## src/rtl/core/pickle_coverage_line_parser_defines.svh

```systemverilog
// Assertion macros shared by the pickle coverage line parser modules.
`ifndef PICKLE_COVERAGE_LINE_PARSER_DEFINES_SVH
`define PICKLE_COVERAGE_LINE_PARSER_DEFINES_SVH

// Implication checked in the same cycle, disabled while reset is asserted.
`define PCL_ASSERT_IMP(lbl, clk, rstn, ante, cons) \
  lbl: assert property (@(posedge clk) disable iff (!(rstn)) (ante) |-> (cons)) \
    else $error("pcl assertion failed");

// Implication checked in the next cycle, disabled while reset is asserted.
`define PCL_ASSERT_NEXT(lbl, clk, rstn, ante, cons) \
  lbl: assert property (@(posedge clk) disable iff (!(rstn)) (ante) |=> (cons)) \
    else $error("pcl assertion failed");

`endif

```

## src/rtl/core/pcl_pkg.sv

```systemverilog
// Package with opcode constants, codes and shared types of the pickle line parser.
package pcl_pkg;

  // Opcode bytes recognized by the parser.
  localparam logic [7:0] OpProto     = 8'h80;
  localparam logic [7:0] OpMemo      = 8'h71;  // 'q'
  localparam logic [7:0] OpBinString = 8'h55;  // 'U'
  localparam logic [7:0] OpBinInt1   = 8'h4b;  // 'K'
  localparam logic [7:0] OpBinInt2   = 8'h4d;  // 'M'
  localparam logic [7:0] OpStop      = 8'h2e;  // '.'
  localparam logic [7:0] OpEmptyDict = 8'h7d;  // '}'
  localparam logic [7:0] OpEmptyList = 8'h5d;  // ']'
  localparam logic [7:0] OpMark      = 8'h28;  // '('
  localparam logic [7:0] OpAppends   = 8'h65;  // 'e'
  localparam logic [7:0] OpSetItem   = 8'h73;  // 's'
  localparam logic [7:0] OpSetItems  = 8'h75;  // 'u'

  // Highest protocol version that is accepted.
  localparam logic [7:0] ProtoMax = 8'd2;

  // Default depth of the queue between front and back.
  localparam int unsigned QueueDepthDefault = 2;

  // Error codes reported with a result word.
  typedef enum logic [1:0] {
    ERR_NONE   = 2'd0,
    ERR_PROTO  = 2'd1,
    ERR_OPCODE = 2'd2
  } err_e;

  // Parse phases, one-hot.
  typedef enum logic [8:0] {
    PH_OPCODE  = 9'b000000001,
    PH_PROTO   = 9'b000000010,
    PH_MEMO    = 9'b000000100,
    PH_STRLEN  = 9'b000001000,
    PH_STRSKIP = 9'b000010000,
    PH_INT1    = 9'b000100000,
    PH_INT2LO  = 9'b001000000,
    PH_INT2HI  = 9'b010000000,
    PH_HALTED  = 9'b100000000
  } phase_e;

  // Classified event handed from the front to the back, one per input word.
  typedef struct packed {
    logic        clear;        // stream start: drop the run history first
    logic        line_valid;
    logic [15:0] line_number;
    logic        done;
    err_e        error_code;
  } event_t;

endpackage

```

## src/rtl/core/pcl_front.sv

```systemverilog
// Front part: byte-level opcode parser that turns each input word into an event.
module pcl_front (
  input  logic             clk_i,
  input  logic             rst_ni,
  input  logic             accept_i,
  input  logic [7:0]       data_byte_i,
  input  logic             stream_start_i,
  output pcl_pkg::event_t  event_o
);

  pcl_pkg::phase_e phase_q, phase_d, phase_cur;
  logic [7:0]      skip_q, skip_d;
  logic [7:0]      low_q, low_d;

  // A stream start restarts parsing at the opcode phase for this byte.
  assign phase_cur = stream_start_i ? pcl_pkg::PH_OPCODE : phase_q;

  // Phase transitions and event classification.
  always_comb begin
    phase_d               = phase_cur;
    skip_d                = skip_q;
    low_d                 = low_q;
    event_o.clear         = stream_start_i;
    event_o.line_valid    = 1'b0;
    event_o.line_number   = 16'd0;
    event_o.done          = 1'b0;
    event_o.error_code    = pcl_pkg::ERR_NONE;
    unique case (phase_cur)
      pcl_pkg::PH_OPCODE: begin
        unique case (data_byte_i)
          pcl_pkg::OpProto:     phase_d = pcl_pkg::PH_PROTO;
          pcl_pkg::OpMemo:      phase_d = pcl_pkg::PH_MEMO;
          pcl_pkg::OpBinString: phase_d = pcl_pkg::PH_STRLEN;
          pcl_pkg::OpBinInt1:   phase_d = pcl_pkg::PH_INT1;
          pcl_pkg::OpBinInt2:   phase_d = pcl_pkg::PH_INT2LO;
          pcl_pkg::OpEmptyDict, pcl_pkg::OpEmptyList, pcl_pkg::OpMark,
          pcl_pkg::OpAppends, pcl_pkg::OpSetItem, pcl_pkg::OpSetItems: begin
            phase_d = pcl_pkg::PH_OPCODE;
          end
          pcl_pkg::OpStop: begin
            event_o.done = 1'b1;
            phase_d      = pcl_pkg::PH_HALTED;
          end
          default: begin
            event_o.error_code = pcl_pkg::ERR_OPCODE;
            phase_d            = pcl_pkg::PH_HALTED;
          end
        endcase
      end
      pcl_pkg::PH_PROTO: begin
        if (data_byte_i > pcl_pkg::ProtoMax) begin
          event_o.error_code = pcl_pkg::ERR_PROTO;
          phase_d            = pcl_pkg::PH_HALTED;
        end else begin
          phase_d = pcl_pkg::PH_OPCODE;
        end
      end
      pcl_pkg::PH_MEMO: phase_d = pcl_pkg::PH_OPCODE;
      pcl_pkg::PH_STRLEN: begin
        skip_d  = data_byte_i;
        phase_d = (data_byte_i == 8'd0) ? pcl_pkg::PH_OPCODE : pcl_pkg::PH_STRSKIP;
      end
      pcl_pkg::PH_STRSKIP: begin
        skip_d = skip_q - 8'd1;
        if (skip_q == 8'd1) begin
          phase_d = pcl_pkg::PH_OPCODE;
        end
      end
      pcl_pkg::PH_INT1: begin
        event_o.line_valid  = 1'b1;
        event_o.line_number = {8'd0, data_byte_i};
        phase_d             = pcl_pkg::PH_OPCODE;
      end
      pcl_pkg::PH_INT2LO: begin
        low_d   = data_byte_i;
        phase_d = pcl_pkg::PH_INT2HI;
      end
      pcl_pkg::PH_INT2HI: begin
        event_o.line_valid  = 1'b1;
        event_o.line_number = {data_byte_i, low_q};
        phase_d             = pcl_pkg::PH_OPCODE;
      end
      default: phase_d = pcl_pkg::PH_HALTED;
    endcase
  end

  // Parser state advances only on an accepted word.
  always_ff @(posedge clk_i or negedge rst_ni) begin
    if (!rst_ni) begin
      phase_q <= pcl_pkg::PH_OPCODE;
      skip_q  <= 8'd0;
      low_q   <= 8'd0;
    end else if (accept_i) begin
      phase_q <= phase_d;
      skip_q  <= skip_d;
      low_q   <= low_d;
    end
  end

endmodule

```

## src/rtl/core/pcl_queue.sv

```systemverilog
// Small register queue that decouples the parser front from the result back.
`include "pickle_coverage_line_parser_defines.svh"

module pcl_queue #(
  parameter int unsigned Depth = pcl_pkg::QueueDepthDefault
) (
  input  logic            clk_i,
  input  logic            rst_ni,
  input  logic            push_i,
  input  pcl_pkg::event_t data_i,
  output logic            full_o,
  input  logic            pop_i,
  output pcl_pkg::event_t data_o,
  output logic            empty_o
);

  localparam int unsigned PtrW = (Depth > 1) ? $clog2(Depth) : 1;
  localparam int unsigned CntW = $clog2(Depth + 1);

  pcl_pkg::event_t     entries_q [Depth];
  logic [PtrW-1:0]     wr_ptr_q, rd_ptr_q;
  logic [CntW-1:0]     cnt_q;

  assign full_o  = (cnt_q == CntW'(Depth));
  assign empty_o = (cnt_q == '0);
  assign data_o  = entries_q[rd_ptr_q];

  // Entry storage; written at the write pointer on a push.
  always_ff @(posedge clk_i) begin
    if (push_i) begin
      entries_q[wr_ptr_q] <= data_i;
    end
  end

  // Pointers wrap at the queue depth; the count tracks occupancy.
  always_ff @(posedge clk_i or negedge rst_ni) begin
    if (!rst_ni) begin
      wr_ptr_q <= '0;
      rd_ptr_q <= '0;
      cnt_q    <= '0;
    end else begin
      if (push_i) begin
        wr_ptr_q <= (wr_ptr_q == PtrW'(Depth - 1)) ? '0 : wr_ptr_q + PtrW'(1);
      end
      if (pop_i) begin
        rd_ptr_q <= (rd_ptr_q == PtrW'(Depth - 1)) ? '0 : rd_ptr_q + PtrW'(1);
      end
      if (push_i && !pop_i) begin
        cnt_q <= cnt_q + CntW'(1);
      end else if (pop_i && !push_i) begin
        cnt_q <= cnt_q - CntW'(1);
      end
    end
  end

  `PCL_ASSERT_IMP(a_no_overflow, clk_i, rst_ni, push_i, !full_o)
  `PCL_ASSERT_IMP(a_no_underflow, clk_i, rst_ni, pop_i, !empty_o)

endmodule

```

## src/rtl/core/pcl_back.sv

```systemverilog
// Back part: run check against the previous line and the registered result word.
`include "pickle_coverage_line_parser_defines.svh"

module pcl_back (
  input  logic            clk_i,
  input  logic            rst_ni,
  input  logic            empty_i,
  input  pcl_pkg::event_t event_i,
  output logic            pop_o,
  output logic            out_valid_o,
  input  logic            out_ready_i,
  output logic            line_valid_o,
  output logic [15:0]     line_number_o,
  output logic            starts_range_o,
  output logic            stream_done_o,
  output logic [1:0]      error_code_o
);

  logic            out_valid_q;
  logic            line_valid_q;
  logic [15:0]     line_number_q;
  logic            starts_q, starts_d;
  logic            done_q;
  pcl_pkg::err_e   err_q;
  logic [15:0]     prev_q;
  logic            have_q, have_cur;

  // Take the next event when the output register is free or being drained.
  assign pop_o = !empty_i && (!out_valid_q || out_ready_i);

  // A stream start drops the run history before this event is checked.
  assign have_cur = have_q && !event_i.clear;
  assign starts_d = event_i.line_valid &&
                    (!have_cur || ({1'b0, prev_q} + 17'd1 != {1'b0, event_i.line_number}));

  // Output valid and run history.
  always_ff @(posedge clk_i or negedge rst_ni) begin
    if (!rst_ni) begin
      out_valid_q <= 1'b0;
      prev_q      <= 16'd0;
      have_q      <= 1'b0;
    end else begin
      if (pop_o) begin
        out_valid_q <= 1'b1;
        if (event_i.line_valid) begin
          prev_q <= event_i.line_number;
          have_q <= 1'b1;
        end else if (event_i.clear) begin
          prev_q <= 16'd0;
          have_q <= 1'b0;
        end
      end else if (out_ready_i) begin
        out_valid_q <= 1'b0;
      end
    end
  end

  // Result word payload.
  always_ff @(posedge clk_i) begin
    if (pop_o) begin
      line_valid_q  <= event_i.line_valid;
      line_number_q <= event_i.line_number;
      starts_q      <= starts_d;
      done_q        <= event_i.done;
      err_q         <= event_i.error_code;
    end
  end

  assign out_valid_o    = out_valid_q;
  assign line_valid_o   = line_valid_q;
  assign line_number_o  = line_number_q;
  assign starts_range_o = starts_q;
  assign stream_done_o  = done_q;
  assign error_code_o   = err_q;

  `PCL_ASSERT_IMP(a_line_clean, clk_i, rst_ni, out_valid_q && line_valid_q, !done_q && (err_q == pcl_pkg::ERR_NONE))
  `PCL_ASSERT_NEXT(a_hist_set, clk_i, rst_ni, pop_o && event_i.line_valid, have_q && (prev_q == $past(event_i.line_number)))

endmodule

```

## src/rtl/core/pickle_coverage_line_parser.sv

```systemverilog
// Top level of the pickle coverage line parser: front parser, event queue and back.
// Each accepted word's event is registered in the queue and then in the back's result word.
// Throughput: one byte per cycle while the queue has room; the front decodes combinationally.
// The queue lets the input keep flowing for up to QueueDepth words while a result waits.
// Reset (rst_ni low, asynchronous) returns to the opcode phase and clears the run history.
module pickle_coverage_line_parser #(
  parameter int unsigned QueueDepth = pcl_pkg::QueueDepthDefault
) (
  input  logic        clk_i,
  input  logic        rst_ni,
  input  logic        in_valid_i,
  output logic        in_ready_o,
  input  logic [7:0]  data_byte_i,
  input  logic        stream_start_i,
  output logic        out_valid_o,
  input  logic        out_ready_i,
  output logic        line_valid_o,
  output logic [15:0] line_number_o,
  output logic        starts_range_o,
  output logic        stream_done_o,
  output logic [1:0]  error_code_o
);

  pcl_pkg::event_t front_event, queue_event;
  logic            accept, full, empty, pop;

  // A word is accepted whenever the queue has room.
  assign in_ready_o = !full;
  assign accept     = in_valid_i && !full;

  pcl_front u_front (
    .clk_i          (clk_i),
    .rst_ni         (rst_ni),
    .accept_i       (accept),
    .data_byte_i    (data_byte_i),
    .stream_start_i (stream_start_i),
    .event_o        (front_event)
  );

  pcl_queue #(
    .Depth (QueueDepth)
  ) u_queue (
    .clk_i   (clk_i),
    .rst_ni  (rst_ni),
    .push_i  (accept),
    .data_i  (front_event),
    .full_o  (full),
    .pop_i   (pop),
    .data_o  (queue_event),
    .empty_o (empty)
  );

  pcl_back u_back (
    .clk_i          (clk_i),
    .rst_ni         (rst_ni),
    .empty_i        (empty),
    .event_i        (queue_event),
    .pop_o          (pop),
    .out_valid_o    (out_valid_o),
    .out_ready_i    (out_ready_i),
    .line_valid_o   (line_valid_o),
    .line_number_o  (line_number_o),
    .starts_range_o (starts_range_o),
    .stream_done_o  (stream_done_o),
    .error_code_o   (error_code_o)
  );

endmodule
```

## config.mk

```make
export PLATFORM = sky130hd
export DESIGN_NAME = pickle_coverage_line_parser
export DESIGN_NICKNAME = d
export VERILOG_FILES = /design/src/rtl/core/pcl_pkg.sv /design/src/rtl/core/pcl_front.sv /design/src/rtl/core/pcl_queue.sv /design/src/rtl/core/pcl_back.sv /design/src/rtl/core/pickle_coverage_line_parser.sv
export VERILOG_INCLUDE_DIRS = /design/src /design/src/rtl/core
export SDC_FILE = /design/constraint.sdc
export NUM_CORES = 1
export LEC_CHECK = 0
export BUFFER_PORTS_ARGS = -buffer_cell sky130_fd_sc_hd__buf_2
export CAP_MARGIN = 30
export CORE_MARGIN = 1
export CORE_UTILIZATION = 40
export DETAILED_ROUTE_END_ITERATION = 12
export PLACE_DENSITY_LB_ADDON = 0.2
export SYNTH_ARGS = -nofsm -noshare
export SYNTH_HDL_FRONTEND = slang
export SYNTH_SLANG_ARGS = --single-unit
```

## constraint.sdc

```tcl
create_clock -name clk_i -period 2.4 [get_ports clk_i]
set_clock_uncertainty 0.15 [all_clocks]
set_input_delay 0.12 -clock clk_i [delete_from_list [all_inputs] [get_ports clk_i]]
set_output_delay 0.12 -clock clk_i [all_outputs]
set_load 0.02 [all_outputs]
```

=== Word-level counts from Yosys, hierarchy flattened ===
Memories as Yosys holds them, arrays and structs flattened.
Index checks and enable logic that the tools add are counted.

* Register bits: 68
* Bits in latches: 0
* Memory bits (writable): 42
* Memory bits (read-only): 0
* Input port bits: 13
* Output and inout port bits: 23
* Word-level logic and storage cells: 97
* Memories: 1

{| class="wikitable"
|+ Memory list
! memory !! words !! width !! read ports !! clocked after Yosys merged registers in !! wr ports !! line !! text
|-
| u_queue.entries_q || 2 || 21 || 1 || 0 || 1 || pcl_queue.sv:20 || <nowiki>pcl_pkg::event_t entries_q [Depth];</nowiki>
|}

* Add/sub/neg operators: 6
* $mul: 0
* Divide/modulo/power cells: 0
* $lt $le $gt $ge: 1
* Equality and inequality tests: 23
* Shift-type cells: 0
* Mux-type cells: 25
* Bitwise gates (word level): 0
* Reduce and logical (&&, ||, !) cells: 27

{| class="wikitable"
|+ Operator list
! cell !! number
|-
| 9-bit case mux with 6 select lines || 2
|-
| 8-bit by 7-bit equality test with 1-bit output (second input constant) || 9
|-
| 17-bit case mux with 2 select lines || 1
|-
| 16-bit 2-to-1 mux || 2
|-
| 9-bit 2-to-1 mux || 3
|-
| 16-bit by 1-bit adder with 17-bit output (second input constant) || 1
|-
| 17-bit by 16-bit != test with 1-bit output || 1
|-
| 8-bit by 6-bit equality test with 1-bit output (second input constant) || 2
|-
| 8-bit case mux with 2 select lines || 1
|-
| 12-bit OR reduction || 1
|-
| 1-bit 2-to-1 mux || 11
|-
| 9-bit by 1-bit equality test with 1-bit output (second input constant) || 1
|-
| 9-bit by 2-bit equality test with 1-bit output (second input constant) || 1
|-
| 9-bit by 3-bit equality test with 1-bit output (second input constant) || 1
|-
| 9-bit by 4-bit equality test with 1-bit output (second input constant) || 1
|-
| 9-bit by 5-bit equality test with 1-bit output (second input constant) || 1
|-
| 9-bit by 6-bit equality test with 1-bit output (second input constant) || 1
|-
| 9-bit by 7-bit equality test with 1-bit output (second input constant) || 1
|-
| 9-bit by 8-bit equality test with 1-bit output (second input constant) || 1
|-
| 8-bit by 1-bit equality test with 1-bit output (second input constant) || 1
|-
| 8-bit equality test (second input constant) || 1
|-
| 8-bit by 2-bit > comparator with 1-bit output (second input constant) || 1
|-
| 8-bit zero test || 1
|-
| 2-bit nonzero test || 4
|-
| 15 further kinds || 32
|}

=== Depth between registers and ports, before layout ===
* Word-level depth: 7
* Depth in mapped cells: 9
* Mapped depth without buffers: 7

=== By module ===
A second synthesis with hierarchy kept.

* Cell total of the unflattened synthesis: 446
* Area total of the unflattened synthesis: 5421.4 µm²

{| class="wikitable"
|+ Modules (own cells, without submodules)
! module !! times used !! cells an instance !! area each (µm²) !! sequential area each (µm²)
|-
| pcl_back || 1 || 149 || 1864.3 || 1081.0
|-
| pcl_front || 1 || 214 || 1840.5 || 626.9
|-
| pcl_queue || 1 || 81 || 1706.6 || 1361.3
|-
| pickle_coverage_line_parser || 1 || 2 || 10.0 || 0.0
|}

=== Worst setup path after synthesis ===
OpenSTA, ideal clock, no wires.

* Path type: reg-to-reg
* Start: reg u_queue.cnt_q[0]
* End: mem u_queue.entries_q[0][0] in the netlist's numbering (enable)
* Setup time: 0.399 ns
* Arrival: 1.991 ns
* Required time: 1.851 ns
* Slack: -0.140 ns
* Stages on the path, launching flop included: 5
* Path buffers: 1
* Period minus slack after synthesis: 2.540 ns
* Cells stage by stage: dfrtp_1 -> nand2b_1 -> nand2_1 -> clkbuf_1 -> nor2_1

* Word-level cells in the longest chain between the ends: 5

{| class="wikitable"
|+ Ends and longest elaborated chain
! element !! line !! text
|-
| start: declaration || pcl_queue.sv:22 || <nowiki>logic [CntW-1:0] cnt_q;</nowiki>
|-
| start signal: assignment || pcl_queue.sv:49 || <nowiki>cnt_q <= cnt_q + CntW'(1);</nowiki>
|-
| start signal: assignment || pcl_queue.sv:51 || <nowiki>cnt_q <= cnt_q - CntW'(1);</nowiki>
|-
| 2-bit equality test || pcl_queue.sv:24 || <nowiki>assign full_o = (cnt_q == CntW'(Depth));</nowiki>
|-
| 1-bit zero test || -- ||
|-
| via in_ready_o || pickle_coverage_line_parser.sv:12 || <nowiki>output logic in_ready_o,</nowiki>
|-
| 1-bit logical AND || pickle_coverage_line_parser.sv:29 || <nowiki>assign accept = in_valid_i && !full;</nowiki>
|-
| 1-bit 2-to-1 mux || pcl_queue.sv:30 || <nowiki>if (push_i) begin</nowiki>
|-
| 1-bit 2-to-1 mux (not written as such) || pcl_queue.sv:31 || <nowiki>entries_q[wr_ptr_q] <= data_i;</nowiki>
|-
| end: declaration || pcl_queue.sv:20 ||
|}

The timed path passes the listed nets, and every way through them passes these cells.

=== Final worst setup path ===
* Start: reg u_queue.rd_ptr_q
* End: reg u_back.starts_q (netlist: u_back.starts_range_o) (data pin)

* Word-level cells in the longest chain between the ends: 6
* Elaborated cells on any way between the ends: 7
* Those cells by class: eq/ne (1); reduce/logical (5); memory (1)

{| class="wikitable"
|+ Ends and longest elaborated chain
! element !! line !! text
|-
| start: declaration || pcl_queue.sv:21 || <nowiki>logic [PtrW-1:0] wr_ptr_q, rd_ptr_q;</nowiki>
|-
| start signal: assignment || pcl_queue.sv:46 || <nowiki>rd_ptr_q <= (rd_ptr_q == PtrW'(Depth - 1)) ? '0 : rd_ptr_q + PtrW'(1);</nowiki>
|-
| memory 2 x 21 bit (*) || -- ||
|-
| parallel branches: the longest is 4 deep, another holds 17-bit by 16-bit != test with 1-bit output || -- ||
|-
| 1-bit logical AND (*) || pcl_back.sv:33 || <nowiki>assign starts_d = event_i.line_valid &&</nowiki>
|-
| via u_back.starts_d || pcl_back.sv:22 || <nowiki>logic starts_q, starts_d;</nowiki>
|-
| end signal: assignment || pcl_back.sv:63 || <nowiki>starts_q <= starts_d;</nowiki>
|-
| end: declaration || pcl_back.sv:22 ||
|}

Mark *: on every way through the listed nets, which the timed path passes.
A chain may end at the register's enable or synchronous reset.

==> impl_metrics.tcl <==
set metrics [dict create \
    grt_max_degree 35 \
    wl_um 11300 \
    max_freq_mhz 435 \
    antenna_found_initial 0 \
    cts_tree "done" \
    powerDensity_mw_per_mm2 1120 \
    multiInputGateArea_mm2 0.00214 \
    worstRegToRegCells 6 \
    nFillCells 1194 \
    worstSetupPathType "reg -> reg" \
    slew_viol_final 0 \
    path_max_fanout 5 \
    crit_slowest_cell "dfrtp_2" \
    synth_cell_type_count 64 \
    fin_crit_ps 2300 \
    drt_iter0_markers 255 \
    dp_hpwl_um 8040 \
    async_flop_share 0.427 \
    grt_first_pass_wirelength_um 18900 \
    netlist_instances 470 \
    cp-start-kind "flop" \
    clockBufferDepth 2 \
    cts_root_buffer "clkbuf_16" \
    slowest_delay_ps 490 \
    row_count 42 \
    io_buffers 35 \
    ff_latch_area_mm2 0.00307 \
    hold_depth 3 \
    die_w_um 118 \
    arrival_ps 2240 \
    ys.flop_type "edfxtp_1" \
    cp-endpoint "u_back.starts_range_o$_DFFE_PP_" \
    cts-htree-levels 3 \
    ys_seq_elements 110 \
    io_pins 36 \
    die_y_um 118 \
    coreArea_mm2 0.0132 \
    finalHoldViolations 0 \
    cts_made_buffers 9 \
    leakagePower_nw 2.60 \
    grt_pass1_vias 3747 \
    ir_drop_v 0.000345 \
    finalCritPeriodShare 0.959 \
    path_clk_slew_ps 70 \
    worstReg2RegEnd "u_back.starts_range_o$_DFFE_PP_" \
    dr.pass1.iters 5 \
    seq_area_frac_synth 0.568 \
    hold_path_class "in -> reg" \
    wl_per_cell_um 15.8 \
    syn_avg_cell_area_um2 11.5 \
    critPathRequiredTime_ps 2340 \
    rrSetupSlack_ps 100 \
    synthesis.area_mm2 0.00540 \
    worstMarginPinSlew_ps 542 \
    vias 3736 \
    fin_util 0.483 \
    grt_overflow_total 0 \
    yosys_warnings 0 \
    maxCapViolations 0 \
    track_usage 0.175 \
    synth_edf_count 63 \
    path_cells "mux2i_2, xor3_1, and4b_1, o21ai_1, a2111oi_2, a31oi_1" \
    cts.sinks 110 \
    fp.dieArea_mm2 0.0140 \
    rsz0062_at_grt "true" \
    nets 549 \
    setup_violations 0 \
    endpoint_kind "flop" \
    r2r_start "u_queue.rd_ptr_q$_DFFE_PN0P_" \
    initial_core_util 0.410 \
    whs_ps 39.6 \
    num_antenna_cells 0 \
    area_delta_synth_final_pct 17.9 \
    avgViaCountPerCell 5.24 \
    remaining_drc_errors 0 \
    clk_latency_ps 350 \
    place.detailed.instances 691 \
    fin_cells 713 \
    status "complete, no violations" \
    drive_gt1_frac 0.218 \
    gp_congestion 0.885 \
    crit_start "u_queue.rd_ptr_q$_DFFE_PN0P_" \
    syn-num-nets 487 \
    slew-limit-headroom 0.636 \
    antenna_left 0 \
]
-- routing by layer --
metal / global-route usage / part of all wire
met3: 0.0425 / 0.028
met1: 0.215 / 0.46
met5: 0 / 0
met4: 0.0521 / 0.012
met2: 0.303 / 0.50
-- stage by stage --
stage               setup TNS, ps  setup slack [ps]  total power [mW]  instance area [um2]
floorplan                   -5870              -140              4.74                 5400
global route                -41.4             -41.4              7.58                 6370
detailed placement              0              24.9              5.62                 5970
CTS                             0              16.8              7.18                 6340
finish                          0              98.8              7.13                 6370
global placement                0              79.7              5.57                 5970
-- flip-flops by register name, indices dropped and copies added (netlist names), 2 cells and up --
register              flops
u_back.prev_q            16
u_back.line_number_o     16
u_front.phase_q           9
u_queue.entries_q        42
u_front.low_q             8
u_front.skip_q            8
u_queue.cnt_q             2
u_back.error_code_o       2
-- worst min path at each step --
stage / end / slack, ps / start
floorplan: u_back.have_q$_DFFE_PN0P_ / -330 / rst_ni
global placement: u_front.phase_q[5]$_DFFE_PN0P_ / -50 / rst_ni
detailed placement: u_front.phase_q[5]$_DFFE_PN0P_ / -50 / rst_ni
CTS: u_front.skip_q[4]$_DFFE_PN0P_ / 20 / data_byte_i[4]
global route: u_front.skip_q[3]$_DFFE_PN0P_ / 50 / data_byte_i[3]
finish: u_front.skip_q[4]$_DFFE_PN0P_ / 40 / data_byte_i[4]
-- kinds of logic (layout without fill, tap and decap cells) --
family	count (synthesis)	after routing	synth area share
and+or+nand+nor	146	146	0.141
DFF	110	110	0.568
AOI/OAI and AO/OA	99	99	0.125
buffers and inverters	52	119	0.0412
muxes	33	33	0.0704
xor gates and xnor gates	26	26	0.0449
adders and majority gates	4	4	0.00927
-- critical path: cells and delay by family (launching register included) --
kind                      cells  cell delay, ps
DFF                           1             490
and+or+nand+nor               1             250
AOI/OAI and AO/OA             3             490
xor gates and xnor gates      1             340
muxes                         1             320
-- cells in the final DEF (no fill, tap or decap), types with 4 or more instances in the layout --
cell type	Yosys	layout
xnor2_1	15	15
a22o_1	10	10
a21oi_1	14	14
nand4_1	10	10
nand3_1	7	7
ha_1	4	4
mux2i_1	17	16
o21ai_0	23	23
a31oi_1	7	7
nand2_1	42	41
buf_4	1	34
o31ai_1	17	17
and4b_1	4	4
inv_1	25	25
xor2_1	10	10
mux2_2	11	11
dfrtp_1	46	45
nor2_1	32	32
and2_1	9	9
nor3_1	13	13
dlygate4sd3_1	0	6
buf_2	4	35
clkbuf_16	0	9
edfxtp_1	63	63
-- report_power, final --
group          internal [mW]  switching (mW)
combinational           1.14            1.49
clock                  0.826           0.709
sequential              2.63           0.335
-- synthesized netlist by cell type, drive strengths merged, types with 5 or more instances --
cell	n	area, um2
a21oi	14	70.1
a22o	10	87.6
a31oi	7	43.8
and2	9	56.3
buf	9	61.3
clkbuf	18	67.6
dfrtp	46	1150
edfxtp	63	1890
inv	25	93.8
mux2	11	124
mux2i	22	256
nand2	42	158
nand3	7	35.0
nand4	10	62.6
nor2	33	126
nor3	13	65.1
nor4	5	46.3
o21ai	24	120
o31ai	17	128
xnor2	15	131
xor2	10	87.6
-- repair_timing --
item                                   4_1_cts  5_1_grt
hold buffers                                 6        0
endpoints found under the hold margin       25        0
gates resized for setup                      0        7
buffers inserted                             0        0
setup endpoints to repair                    0        9
-- final cells by class --
cell class,count,area share
clock buffers,9,0.0354
clock inverters,7,0.0128
inverters,25,0.0147
multi-input cells,308,0.335
flip-flops and latches,110,0.482
well taps,176,0.0346
repair buffers,78,0.0851
(Power assumes the default switching activity.)
